**src/rtl/core/sfd_pkg.sv**
```systemverilog
// ----------------------------------------------------------------------------
// sfd_pkg: shared types and constants for the servo frame deframer
// Field widths, register indexes, parser phase codes and the result record.
// ----------------------------------------------------------------------------
package sfd_pkg;

   // Field widths
   localparam int BYTE_W  = 8;
   localparam int SERVO_W = 16;

   // Frame layout
   localparam int PAYLOAD_BYTES = 8;
   localparam int POS_W         = 4;
   localparam int PAYLOAD_W     = PAYLOAD_BYTES * BYTE_W;

   // Configuration port
   localparam int CSR_COUNT   = 2;
   localparam int CSR_INDEX_W = $clog2(CSR_COUNT);
   localparam int CSR_DATA_W  = BYTE_W;

   localparam logic [CSR_INDEX_W-1:0] CSR_START_MARKER = CSR_INDEX_W'(0);
   localparam logic [CSR_INDEX_W-1:0] CSR_END_MARKER   = CSR_INDEX_W'(1);

   localparam logic [BYTE_W-1:0] START_MARKER_RESET = 8'hAA;
   localparam logic [BYTE_W-1:0] END_MARKER_RESET   = 8'h55;

   // Checksum status codes
   localparam logic STATUS_GOOD     = 1'b0;
   localparam logic STATUS_MISMATCH = 1'b1;

   // Parser phase, one-hot
   typedef enum logic [2:0] {
      PHASE_HUNT    = 3'b001,
      PHASE_COLLECT = 3'b010,
      PHASE_END     = 3'b100
   } phase_type;

   // One decoded frame
   typedef struct packed {
      logic               frame_status;
      logic [SERVO_W-1:0] servo_one;
      logic [SERVO_W-1:0] servo_two;
      logic [SERVO_W-1:0] servo_three;
      logic [SERVO_W-1:0] servo_four;
   } result_type;

   // Parser status toward the top level
   typedef struct packed {
      logic awaiting_end;
   } parser_status_type;

endpackage

```
**src/rtl/core/sfd_req_if.sv**
```systemverilog
// ----------------------------------------------------------------------------
// sfd_req_if: received byte channel
// Valid/ready channel carrying one received serial byte per transaction.
// ----------------------------------------------------------------------------
interface sfd_req_if;

   logic                      valid;
   logic                      ready;
   logic [sfd_pkg::BYTE_W-1:0] rx_byte;

   modport source (output valid, output rx_byte, input ready);
   modport sink   (input valid, input rx_byte, output ready);

endinterface

```
**src/rtl/core/sfd_rsp_if.sv**
```systemverilog
// ----------------------------------------------------------------------------
// sfd_rsp_if: decoded frame channel
// Valid/ready channel carrying four servo values and a checksum status.
// ----------------------------------------------------------------------------
interface sfd_rsp_if;

   logic                        valid;
   logic                        ready;
   logic                        frame_status;
   logic [sfd_pkg::SERVO_W-1:0] servo_one;
   logic [sfd_pkg::SERVO_W-1:0] servo_two;
   logic [sfd_pkg::SERVO_W-1:0] servo_three;
   logic [sfd_pkg::SERVO_W-1:0] servo_four;

   modport source (output valid, output frame_status, output servo_one,
                   output servo_two, output servo_three, output servo_four,
                   input ready);
   modport sink   (input valid, input frame_status, input servo_one,
                   input servo_two, input servo_three, input servo_four,
                   output ready);

endinterface

```
**src/rtl/core/servo_frame_deframer_top.sv**
```systemverilog
// ----------------------------------------------------------------------------
// servo_frame_deframer_top: servo command frame deframer
// Parses start marker, eight payload bytes, XOR checksum and end marker from
// a byte stream and delivers four big-endian servo values with a status bit.
// ----------------------------------------------------------------------------
//
//   channel  direction  payload                                   handshake
//   req_chan in         rx_byte[7:0]                              valid/ready
//   rsp_chan out        frame_status, servo_one..servo_four[15:0] valid/ready
//   csr_*    in         csr_index[0], csr_wdata[7:0]              csr_wr_en
//
// One byte is taken per cycle while req_chan.ready is high; the parser state
// updates at the edge that takes it, and a closed frame appears at rsp_chan
// on the next cycle. A frame needs eleven bytes, so at most one result per eleven bytes.
// Reset returns the parser to hunting and restores the marker defaults.
// req_chan.ready drops only while a result waits unaccepted and the next byte
// is an end byte that could produce another result.
//
module servo_frame_deframer_top (
   input  logic                             clock,
   input  logic                             reset,
   input  logic                             csr_wr_en,
   input  logic [sfd_pkg::CSR_INDEX_W-1:0]  csr_index,
   input  logic [sfd_pkg::CSR_DATA_W-1:0]   csr_wdata,
   sfd_req_if.sink                          req_chan,
   sfd_rsp_if.source                        rsp_chan
);

   logic [sfd_pkg::BYTE_W-1:0]   start_marker_ff;
   logic [sfd_pkg::BYTE_W-1:0]   end_marker_ff;
   logic                         rsp_valid_ff, rsp_valid_in;
   sfd_pkg::result_type          rsp_data_ff;
   sfd_pkg::result_type          frame_result;
   sfd_pkg::parser_status_type   parser_status;
   logic                         frame_emit;
   logic                         byte_accept;
   logic                         out_blocked;

   // Configuration registers
   always_ff @(posedge clock) begin
      if (reset) begin
         start_marker_ff <= sfd_pkg::START_MARKER_RESET;
         end_marker_ff   <= sfd_pkg::END_MARKER_RESET;
      end else if (csr_wr_en) begin
         unique case (csr_index)
            sfd_pkg::CSR_START_MARKER: start_marker_ff <= csr_wdata;
            sfd_pkg::CSR_END_MARKER:   end_marker_ff   <= csr_wdata;
            default: ;
         endcase
      end
   end

   // Hold input while a waiting result could be overwritten
   assign out_blocked    = rsp_valid_ff && !rsp_chan.ready;
   assign req_chan.ready = !(out_blocked && parser_status.awaiting_end);
   assign byte_accept    = req_chan.valid && req_chan.ready;

   sfd_parser u_parser (
      .clock        (clock),
      .reset        (reset),
      .byte_accept  (byte_accept),
      .rx_byte      (req_chan.rx_byte),
      .start_marker (start_marker_ff),
      .end_marker   (end_marker_ff),
      .frame_emit   (frame_emit),
      .frame_result (frame_result),
      .status       (parser_status)
   );

   // Result register
   assign rsp_valid_in = frame_emit || out_blocked;

   always_ff @(posedge clock) begin
      if (reset) begin
         rsp_valid_ff <= 1'b0;
      end else begin
         rsp_valid_ff <= rsp_valid_in;
      end
   end

   always_ff @(posedge clock) begin
      if (frame_emit) begin
         rsp_data_ff <= frame_result;
      end
   end

   // Drive the result transaction
   assign rsp_chan.valid        = rsp_valid_ff;
   assign rsp_chan.frame_status = rsp_data_ff.frame_status;
   assign rsp_chan.servo_one    = rsp_data_ff.servo_one;
   assign rsp_chan.servo_two    = rsp_data_ff.servo_two;
   assign rsp_chan.servo_three  = rsp_data_ff.servo_three;
   assign rsp_chan.servo_four   = rsp_data_ff.servo_four;

endmodule

```
**src/rtl/core/sfd_parser.sv**
```systemverilog
// ----------------------------------------------------------------------------
// sfd_parser: frame parser state machine
// Hunts for the start marker, collects payload and checksum, checks the end
// marker and flags a decoded frame in the cycle its end byte is taken.
// ----------------------------------------------------------------------------
module sfd_parser (
   input  logic                         clock,
   input  logic                         reset,
   input  logic                         byte_accept,
   input  logic [sfd_pkg::BYTE_W-1:0]   rx_byte,
   input  logic [sfd_pkg::BYTE_W-1:0]   start_marker,
   input  logic [sfd_pkg::BYTE_W-1:0]   end_marker,
   output logic                         frame_emit,
   output sfd_pkg::result_type          frame_result,
   output sfd_pkg::parser_status_type   status
);

   sfd_pkg::phase_type               phase_ff,   phase_in;
   logic [sfd_pkg::POS_W-1:0]        pos_ff,     pos_in;
   logic [sfd_pkg::BYTE_W-1:0]       xor_ff,     xor_in;
   logic [sfd_pkg::PAYLOAD_W-1:0]    payload_ff, payload_in;
   logic [sfd_pkg::BYTE_W-1:0]       check_ff,   check_in;

   // Next state for one accepted byte
   always_comb begin
      phase_in   = phase_ff;
      pos_in     = pos_ff;
      xor_in     = xor_ff;
      payload_in = payload_ff;
      check_in   = check_ff;
      frame_emit = 1'b0;
      unique case (phase_ff)
         sfd_pkg::PHASE_COLLECT: begin
            if (byte_accept) begin
               pos_in = pos_ff + sfd_pkg::POS_W'(1);
               if (pos_ff < sfd_pkg::POS_W'(sfd_pkg::PAYLOAD_BYTES)) begin
                  payload_in = {payload_ff[sfd_pkg::PAYLOAD_W-sfd_pkg::BYTE_W-1:0],
                                rx_byte};
                  xor_in     = xor_ff ^ rx_byte;
               end else begin
                  check_in = rx_byte;
                  phase_in = sfd_pkg::PHASE_END;
               end
            end
         end
         sfd_pkg::PHASE_END: begin
            if (byte_accept) begin
               frame_emit = (rx_byte == end_marker);
               phase_in   = sfd_pkg::PHASE_HUNT;
               pos_in     = '0;
            end
         end
         default: begin
            // Hunting, and any code that cannot arise
            if (byte_accept) begin
               phase_in = sfd_pkg::PHASE_HUNT;
               if (rx_byte == start_marker) begin
                  phase_in = sfd_pkg::PHASE_COLLECT;
                  pos_in   = '0;
                  xor_in   = '0;
               end
            end
         end
      endcase
   end

   // Control state
   always_ff @(posedge clock) begin
      if (reset) begin
         phase_ff <= sfd_pkg::PHASE_HUNT;
         pos_ff   <= '0;
         xor_ff   <= '0;
      end else begin
         phase_ff <= phase_in;
         pos_ff   <= pos_in;
         xor_ff   <= xor_in;
      end
   end

   // Payload and checksum capture
   always_ff @(posedge clock) begin
      payload_ff <= payload_in;
      check_ff   <= check_in;
   end

   // Decode the held frame
   always_comb begin
      frame_result.frame_status = (xor_ff == check_ff) ? sfd_pkg::STATUS_GOOD
                                                       : sfd_pkg::STATUS_MISMATCH;
      frame_result.servo_one    = payload_ff[63:48];
      frame_result.servo_two    = payload_ff[47:32];
      frame_result.servo_three  = payload_ff[31:16];
      frame_result.servo_four   = payload_ff[15:0];
      status.awaiting_end       = (phase_ff == sfd_pkg::PHASE_END);
   end

endmodule
```
**src/flat_wrapper.sv**
```systemverilog
// flat-port wrapper written by rule: the top's interface ports become plain ports
module servo_frame_deframer_top_flat 
  (clock, reset, csr_wr_en, csr_index, csr_wdata, req_chan_valid, req_chan_rx_byte, req_chan_ready, rsp_chan_valid, rsp_chan_frame_status, rsp_chan_servo_one, rsp_chan_servo_two, rsp_chan_servo_three, rsp_chan_servo_four, rsp_chan_ready);
  sfd_req_if req_chan_i ();
  sfd_rsp_if rsp_chan_i ();
  input  logic clock;
  input  logic reset;
  input  logic csr_wr_en;
  input  logic [sfd_pkg::CSR_INDEX_W-1:0] csr_index;
  input  logic [sfd_pkg::CSR_DATA_W-1:0] csr_wdata;
  input wire logic [$bits(req_chan_i.valid)-1:0] req_chan_valid;
  input wire logic [$bits(req_chan_i.rx_byte)-1:0] req_chan_rx_byte;
  output wire logic [$bits(req_chan_i.ready)-1:0] req_chan_ready;
  output wire logic [$bits(rsp_chan_i.valid)-1:0] rsp_chan_valid;
  output wire logic [$bits(rsp_chan_i.frame_status)-1:0] rsp_chan_frame_status;
  output wire logic [$bits(rsp_chan_i.servo_one)-1:0] rsp_chan_servo_one;
  output wire logic [$bits(rsp_chan_i.servo_two)-1:0] rsp_chan_servo_two;
  output wire logic [$bits(rsp_chan_i.servo_three)-1:0] rsp_chan_servo_three;
  output wire logic [$bits(rsp_chan_i.servo_four)-1:0] rsp_chan_servo_four;
  input wire logic [$bits(rsp_chan_i.ready)-1:0] rsp_chan_ready;
  assign req_chan_i.valid = req_chan_valid;
  assign req_chan_i.rx_byte = req_chan_rx_byte;
  assign req_chan_ready = req_chan_i.ready;
  assign rsp_chan_valid = rsp_chan_i.valid;
  assign rsp_chan_frame_status = rsp_chan_i.frame_status;
  assign rsp_chan_servo_one = rsp_chan_i.servo_one;
  assign rsp_chan_servo_two = rsp_chan_i.servo_two;
  assign rsp_chan_servo_three = rsp_chan_i.servo_three;
  assign rsp_chan_servo_four = rsp_chan_i.servo_four;
  assign rsp_chan_i.ready = rsp_chan_ready;
  servo_frame_deframer_top u_core (.clock(clock), .reset(reset), .csr_wr_en(csr_wr_en), .csr_index(csr_index), .csr_wdata(csr_wdata), .req_chan(req_chan_i), .rsp_chan(rsp_chan_i));
endmodule
```
**config.mk**
```make
export PLATFORM = sky130hd
export DESIGN_NAME = servo_frame_deframer_top_flat
export DESIGN_NICKNAME = d
export VERILOG_FILES = /design/src/rtl/core/sfd_pkg.sv /design/src/rtl/core/sfd_req_if.sv /design/src/rtl/core/sfd_rsp_if.sv /design/src/rtl/core/servo_frame_deframer_top.sv /design/src/rtl/core/sfd_parser.sv /design/src/flat_wrapper.sv
export SDC_FILE = /design/constraint.sdc
export NUM_CORES = 1
export LEC_CHECK = 0
export ABC_AREA = 1
export BUFFER_PORTS_ARGS = -buffer_cell sky130_fd_sc_hd__buf_2
export CAP_MARGIN = 20
export CORE_ASPECT_RATIO = 1.25
export CORE_MARGIN = 2
export CORE_UTILIZATION = 45
export DETAILED_ROUTE_END_ITERATION = 7
export GPL_TIMING_DRIVEN = 0
export PLACE_DENSITY = 0.65
export SLEW_MARGIN = 20
export SYNTH_ARGS = -nofsm -noshare
export SYNTH_HDL_FRONTEND = slang
export SYNTH_SLANG_ARGS = --single-unit
```
**constraint.sdc**
```tcl
create_clock -name clock -period 4.9 [get_ports clock]
set_clock_uncertainty 0.05 [all_clocks]
set_input_delay 0.98 -clock clock [delete_from_list [all_inputs] [get_ports clock]]
set_output_delay 0.98 -clock clock [all_outputs]
set_load 0.03 [all_outputs]
```
After elaboration in Yosys (flattened, before gate mapping) --
Index checks and enable logic that the tools add are counted.
Operators by class: order comparisons 1, reduce and logical (&&, ||, !) cells 15, mux-type cells 19, bitwise gates (word level) 4, add/sub/neg operators 1, eq/ne operators 7
Operators by type and width (number):
- 8-bit 2-to-1 mux | 4
- 8-bit equality test | 3
- 4-bit 2-to-1 mux | 4
- 8-bit one-hot mux with 2 select lines | 1
- 3-bit 2-to-1 mux | 4
- 4-bit one-hot mux with 2 select lines | 1
- 2-bit AND reduction | 4
- 8-bit XOR | 1
- 3-bit one-hot mux with 2 select lines | 1
- 3-bit AND reduction | 2
- 4-bit by 1-bit adder with 4-bit output (second input constant) | 1
- 4-bit less-than comparator (second input constant) | 1
- 2-bit != test (second input constant) | 2
- 4-bit AND reduction | 1
- 3-bit by 2-bit equality test with 1-bit output (second input constant) | 1
- 3-bit equality test (second input constant) | 1
- 1-bit logical AND | 3
- 1-bit 2-to-1 mux | 3
- 1-bit NOT | 3
- 3-bit nonzero test | 1
- 1-bit logical NOT | 2
- 2-bit 2-to-1 mux | 1
- 2-bit nonzero test | 1
- 1-bit logical OR | 1
Storage, ports and cells: logic and storage cells 60, input bits 22, output and inout bits 67, register bits 169

Logic depth before layout (Yosys ltp) --
depth after elaboration 8, depth in mapped cells 11, gate-level depth less buffers 11

Modules after synthesis --
From an unflattened synthesis, not the netlist that was laid out.
Unflattened totals: cells, all modules 402, area total of the unflattened synthesis 5972.0 µm²
By module, submodules not included:
- sfd_parser | seq. area each 2462.4 µm², cells each 249, instances 1, area each 3357.0 µm²
- servo_frame_deframer_top | seq. area each 2292.2 µm², cells each 153, instances 1, area each 2615.0 µm²

Worst setup path after synthesis --
Ideal clock, no wire load.
kind input to register, start in rsp_chan_ready, end reg u_core.u_parser.payload_ff[0] (netlist name), enable pin, arrival time 4.022 ns, library setup time 0.486 ns, required time 4.364 ns, setup slack 0.341 ns, path buffers 0, cell stages on the path 4, path through inv_1 nand3_2 nand2_4 nor2_1
On the way: cells in the longest elaborated chain, start to end 6
RTL lines:
- from (decl) | RTL line flat_wrapper.sv:20 | input wire logic [$bits(rsp_chan_i.ready)-1:0] rsp_chan_ready;
- 1-bit logical NOT | RTL line servo_frame_deframer_top.sv:54 | assign out_blocked = rsp_valid_ff && !rsp_chan.ready;
- 1-bit logical AND | RTL line servo_frame_deframer_top.sv:54
- 1-bit logical AND | RTL line servo_frame_deframer_top.sv:55 | assign req_chan.ready = !(out_blocked && parser_status.awaiting_end);
- 1-bit logical NOT | RTL line servo_frame_deframer_top.sv:55
- named net req_chan_ready | RTL line flat_wrapper.sv:13 | output wire logic [$bits(req_chan_i.ready)-1:0] req_chan_ready;
- 1-bit logical AND | RTL line servo_frame_deframer_top.sv:56 | assign byte_accept = req_chan.valid && req_chan.ready;
- 3-bit AND reduction (no source line)
- to (signal assigned) | RTL line sfd_parser.sv:82 | payload_ff <= payload_in;
- to (decl) | RTL line sfd_parser.sv:21 | logic [sfd_pkg::PAYLOAD_W-1:0] payload_ff, payload_in;
The timed path passes the listed nets, and every way through them passes these cells. A chain may end at the register's enable or synchronous reset.

Worst setup path after layout --
start in rsp_chan_ready, end out req_chan_ready
On the way: cells in the longest elaborated chain, start to end 4
RTL lines (RTL line):
- 1-bit logical NOT | servo_frame_deframer_top.sv:54
- 1-bit logical AND | servo_frame_deframer_top.sv:54
- 1-bit logical AND | servo_frame_deframer_top.sv:55
- 1-bit logical NOT | servo_frame_deframer_top.sv:55
- to (decl) | flat_wrapper.sv:13
No other way between the ends.

==> summary by stage <==
Clock network
After clock tree synthesis, the clock-pin slew on the worst setup and hold paths is 0.06 ns. The number of buffers inserted by post-CTS setup repair is 0. The count of hold-fix buffers inserted at cts is 0. The quantity of gates resized following cts is 0. The H-tree was split into 4 levels.

In this run, CTS created clock tree buffers numbering 17. The largest buffer count on any clock path is 2. The root buffer cell chosen for the clock tree is clkbuf_16. The clock tree from TritonCTS is done. The number of clock sinks is roughly 170. For the worst-skew pair, the clock arrives at the later sink with an insertion delay of 0.41 ns.

Outcome
The flow ran to the end, and the final reports show no timing, DRC or antenna violations.

Timing
Setup slack on the critical path of the routed design comes to 2.41 ns. The smallest clock period supported by the final layout is computed as 2.49 ns. The fmax is 0.402 GHz. Measured against its own limit, the worst slew margin works out to 0.500. The final hold violation count is 0.

Setup violations remaining at the end of the flow were counted as 0. The final cycle utilization of the critical path is 0.507. The number of slew-limit violations in the final report is 0. For the pin with the worst max-slew slack, the measured transition is 0.747 ns.

Setup repair after global routing left no endpoint under its margin.

Route
Dividing the detail-routed wire length by the instance count gives 14.1 um. Dividing the detail-routed via count by the number of cells gives 4.83. The count of routing violations after the opening detailed-route iteration is 141. Before antenna repair, the detailed router went through 4 iterations.

The count of nets left with antenna violations after detail routing is 0. After detailed routing, the total wire length is 9820 um. For this run, design rule violations remaining after detail routing come to 0. Across all layers, the routed design uses 3371 vias.

Yosys
The commonest register cell after synthesis is edfxtp_1. During synthesis, Yosys emitted a total of 0 warnings. The count of state elements after synthesis is around 170. The post-synthesis net count is 430. The number of instances in the synthesized netlist is 407. The average footprint of a synthesized cell is 14.6 um2. Of the synthesized area, sequential elements account for 0.799. The number of distinct library cells after synthesis is 32. Yosys attributes the largest share of cell area to edfxtp_1, dfxtp_1, nand2_1.

The area of the mapped netlist is 5950 um2. The largest area contributor in the synthesized netlist is edfxtp_1. The share of the synthesized area in the top cell type is 0.692. The synthesized design contains 137 enable-type register cells. In the synthesized netlist the async set-or-reset flop fraction comes to 0.

Setup path
The required arrival time at the worst endpoint is 3.87 ns. The critical path goes through buf_2 -> inv_1 -> nand3_2 -> buf_2. For this run, the slowest stage of the critical path takes approximately 0.20 ns. The type of the setup path with the least slack is input pin to output pin. STA classifies the critical path startpoint as an input pin.

The number of buffers and inverters on the critical path is 3. The largest individual stage delay along the critical path comes from the cell buf_2. Along the worst path, the maximum fanout reaches 2. The cell family with the largest share of critical-path delay is buffers and inverters.

The element type at the critical path end is an output pin. In this design, the critical path's most frequently occurring cell is buf_2. The data arrival time of the critical path is 1.46 ns.

Placement
Counting tap cells, the placed design contains a total of 666 instances. The placement-stage cell area is ~6700 um2. The last weighted congestion value of the routability-driven placer is 0.786. The count of buffers from port buffering is 88. The placement-stage worst setup slack is 2.11 ns. The total half-perimeter wirelength after legalization and detailed placement is ~6600 um.

Pwr
The analysis attributes to cell leakage a power of 2.77 nW. Across the VDD grid, the largest voltage drop is 192 uV. The areal power density over the cells is 409 nW/um2.

Floorplanning
The number of placement rows is 46. The core region is roughly 13000 um2. For this design the top-level I/O count stands at 89. The overall die width is 107 um. The die covers 14200 um2. The die is 133 um tall. The initial standard-cell utilization of the core is 0.465.

Finish
The number of standard cells in the final layout excluding fillers is 698. The number of fill cells is 1047. The synthesis-to-finish area growth is 22.6%. The repair_antennas step left the layout with diodes totalling 0.

The net count of the finished layout is 540. After routing the design area is 7290 um2. Of the cells placed in the final design, the portion with a size suffix greater than 1 is 0.272.

GRT
The initial antenna violation count is 0. Across every metal layer, demand over resource in global routing totals 0.145. The aggregate global routing overflow is 0.

The via count of the first global-routing pass is 3331. Entering global routing, the biggest net connects 57 pins. The first-pass GRT wire length is between 15000 and 20000 um.

Run
Max-cap violations in this run came to 0.

Min path
In this run the worst hold path is classified as register to register.
[layout by cell type, fill, tap and decap left out, types with 2 or more instances in the layout]
master / netlist / routed
edfxtp_1: 137 / 137
buf_2: 2 / 90
nand2_1: 68 / 68
inv_1: 35 / 34
dfxtp_1: 32 / 32
nor2_1: 31 / 30
clkbuf_16: 0 / 17
a21oi_1: 14 / 14
nand3_1: 14 / 14
xor2_1: 11 / 11
nand4_1: 10 / 10
xnor2_1: 9 / 9
o21ai_0: 9 / 9
inv_2: 5 / 5
o211ai_1: 4 / 4
inv_6: 0 / 4
nand2_2: 3 / 3
nand3_2: 3 / 3
clkbuf_1: 2 / 3
clkinv_4: 0 / 3
bufinv_16: 0 / 3
or2_2: 2 / 2
nand2_4: 2 / 2
o22ai_1: 2 / 2
inv_8: 0 / 2
buf_12: 0 / 2
[worst reg2reg max path: stages (launching register included)]
cell	delay, ns
dfxtp_1	0.37
nor2_1	0.06
nand2_2	0.11
inv_2	0.06
nand3_2	0.09
nand2_4	0.11
inv_2	0.16
nand2_2	0.10
nor2_1	0.58
[per-stage QoR]
stage	hold slack, ns	total power [mW]	TNS (ns)	util
6_report	0.369	2.98	0	0.571
5_1_grt	0.382	3.07	0	0.571
4_1_cts	0.372	3.01	0	0.571
3_5_place_dp	0.356	1.65	0	0.522
3_3_place_gp	0.355	1.65	-51.75	0.516
2_1_floorplan	0.350	1.62	0	-
[cell usage after synthesis (3+ instances only)]
master    number
inv_1         35
xnor2_1        9
o21ai_0        9
dfxtp_1       32
nand2_1       68
nand4_1       10
nand3_1       14
nor2_1        31
edfxtp_1     137
inv_2          5
o211ai_1       4
nand2_2        3
nand3_2        3
a21oi_1       14
xor2_1        11
[kinds of logic after synthesis]
logic type,count (synthesis),synth area share
AND/OR/NAND/NOR,141,0.112
buffers and inverters,45,0.0288
adder cells (fa/ha/maj),1,0.00210
AO/OA/AOI/OAI,31,0.0286
flip-flops,169,0.799
XOR/XNOR,20,0.0295
[flip-flops by register name, summed over array words and instances, names as in the netlist]
signal / count
u_core.end_marker_ff: 8
u_core.rsp_chan.servo_two: 16
u_core.u_parser.check_ff: 8
u_core.rsp_chan.servo_four: 16
u_core.rsp_chan.valid: 1
u_core.u_parser.payload_ff: 64
u_core.rsp_chan.servo_one: 16
u_core.start_marker_ff: 8
u_core.u_parser.xor_ff: 8
u_core.u_parser.pos_ff: 4
u_core.rsp_chan.servo_three: 16
u_core.rsp_chan.frame_status: 1
u_core.u_parser.phase_ff: 3
[worst paths after layout]
check,slack [ns],startpoint,cells after the start,endpoint
max,2.41,rsp_chan_ready,4,req_chan_ready
max reg2reg,2.84,u_core.u_parser.phase_ff[1],8,u_core.u_parser.check_ff[7]
min reg2reg,0.37,u_core.u_parser.payload_ff[59],0,u_core.rsp_chan.servo_one[11]
min,0.37,u_core.u_parser.payload_ff[59],0,u_core.rsp_chan.servo_one[11]
[metal layers]
metal,vias to the layer above,share of wire,track usage
met2,90,0.51,0.249
met4,0,0.012,0.0563
met3,10,0.043,0.0360
met1,1620,0.43,0.174
met5,-,0,0
li1,1651,-,-
[power by group]
| group | switching (mW) | total, mW | leakage (nW) | internal, mW |
|---|---|---|---|---|
| combinational | 0.0441 | 0.0708 | 0.980 | 0.0266 |
| sequential | 0.00618 | 1.55 | 1.49 | 1.54 |
| clock | 0.546 | 1.36 | 0.300 | 0.817 |
[layout make-up]
| type | count | area (um2) | area share |
|---|---|---|---|
| multi-input combinational | 193 | 1030 | 0.141 |
| tap | 168 | 210 | 0.0288 |
| clock inverter | 14 | 186 | 0.0256 |
| clock buffer | 18 | 429 | 0.0589 |
| timing repair buffer | 91 | 508 | 0.0697 |
| sequential | 169 | 4750 | 0.652 |
| buffer | 4 | 17.5 | 0.00240 |
| inverter | 41 | 156 | 0.0215 |
(Power assumes the default switching activity.)
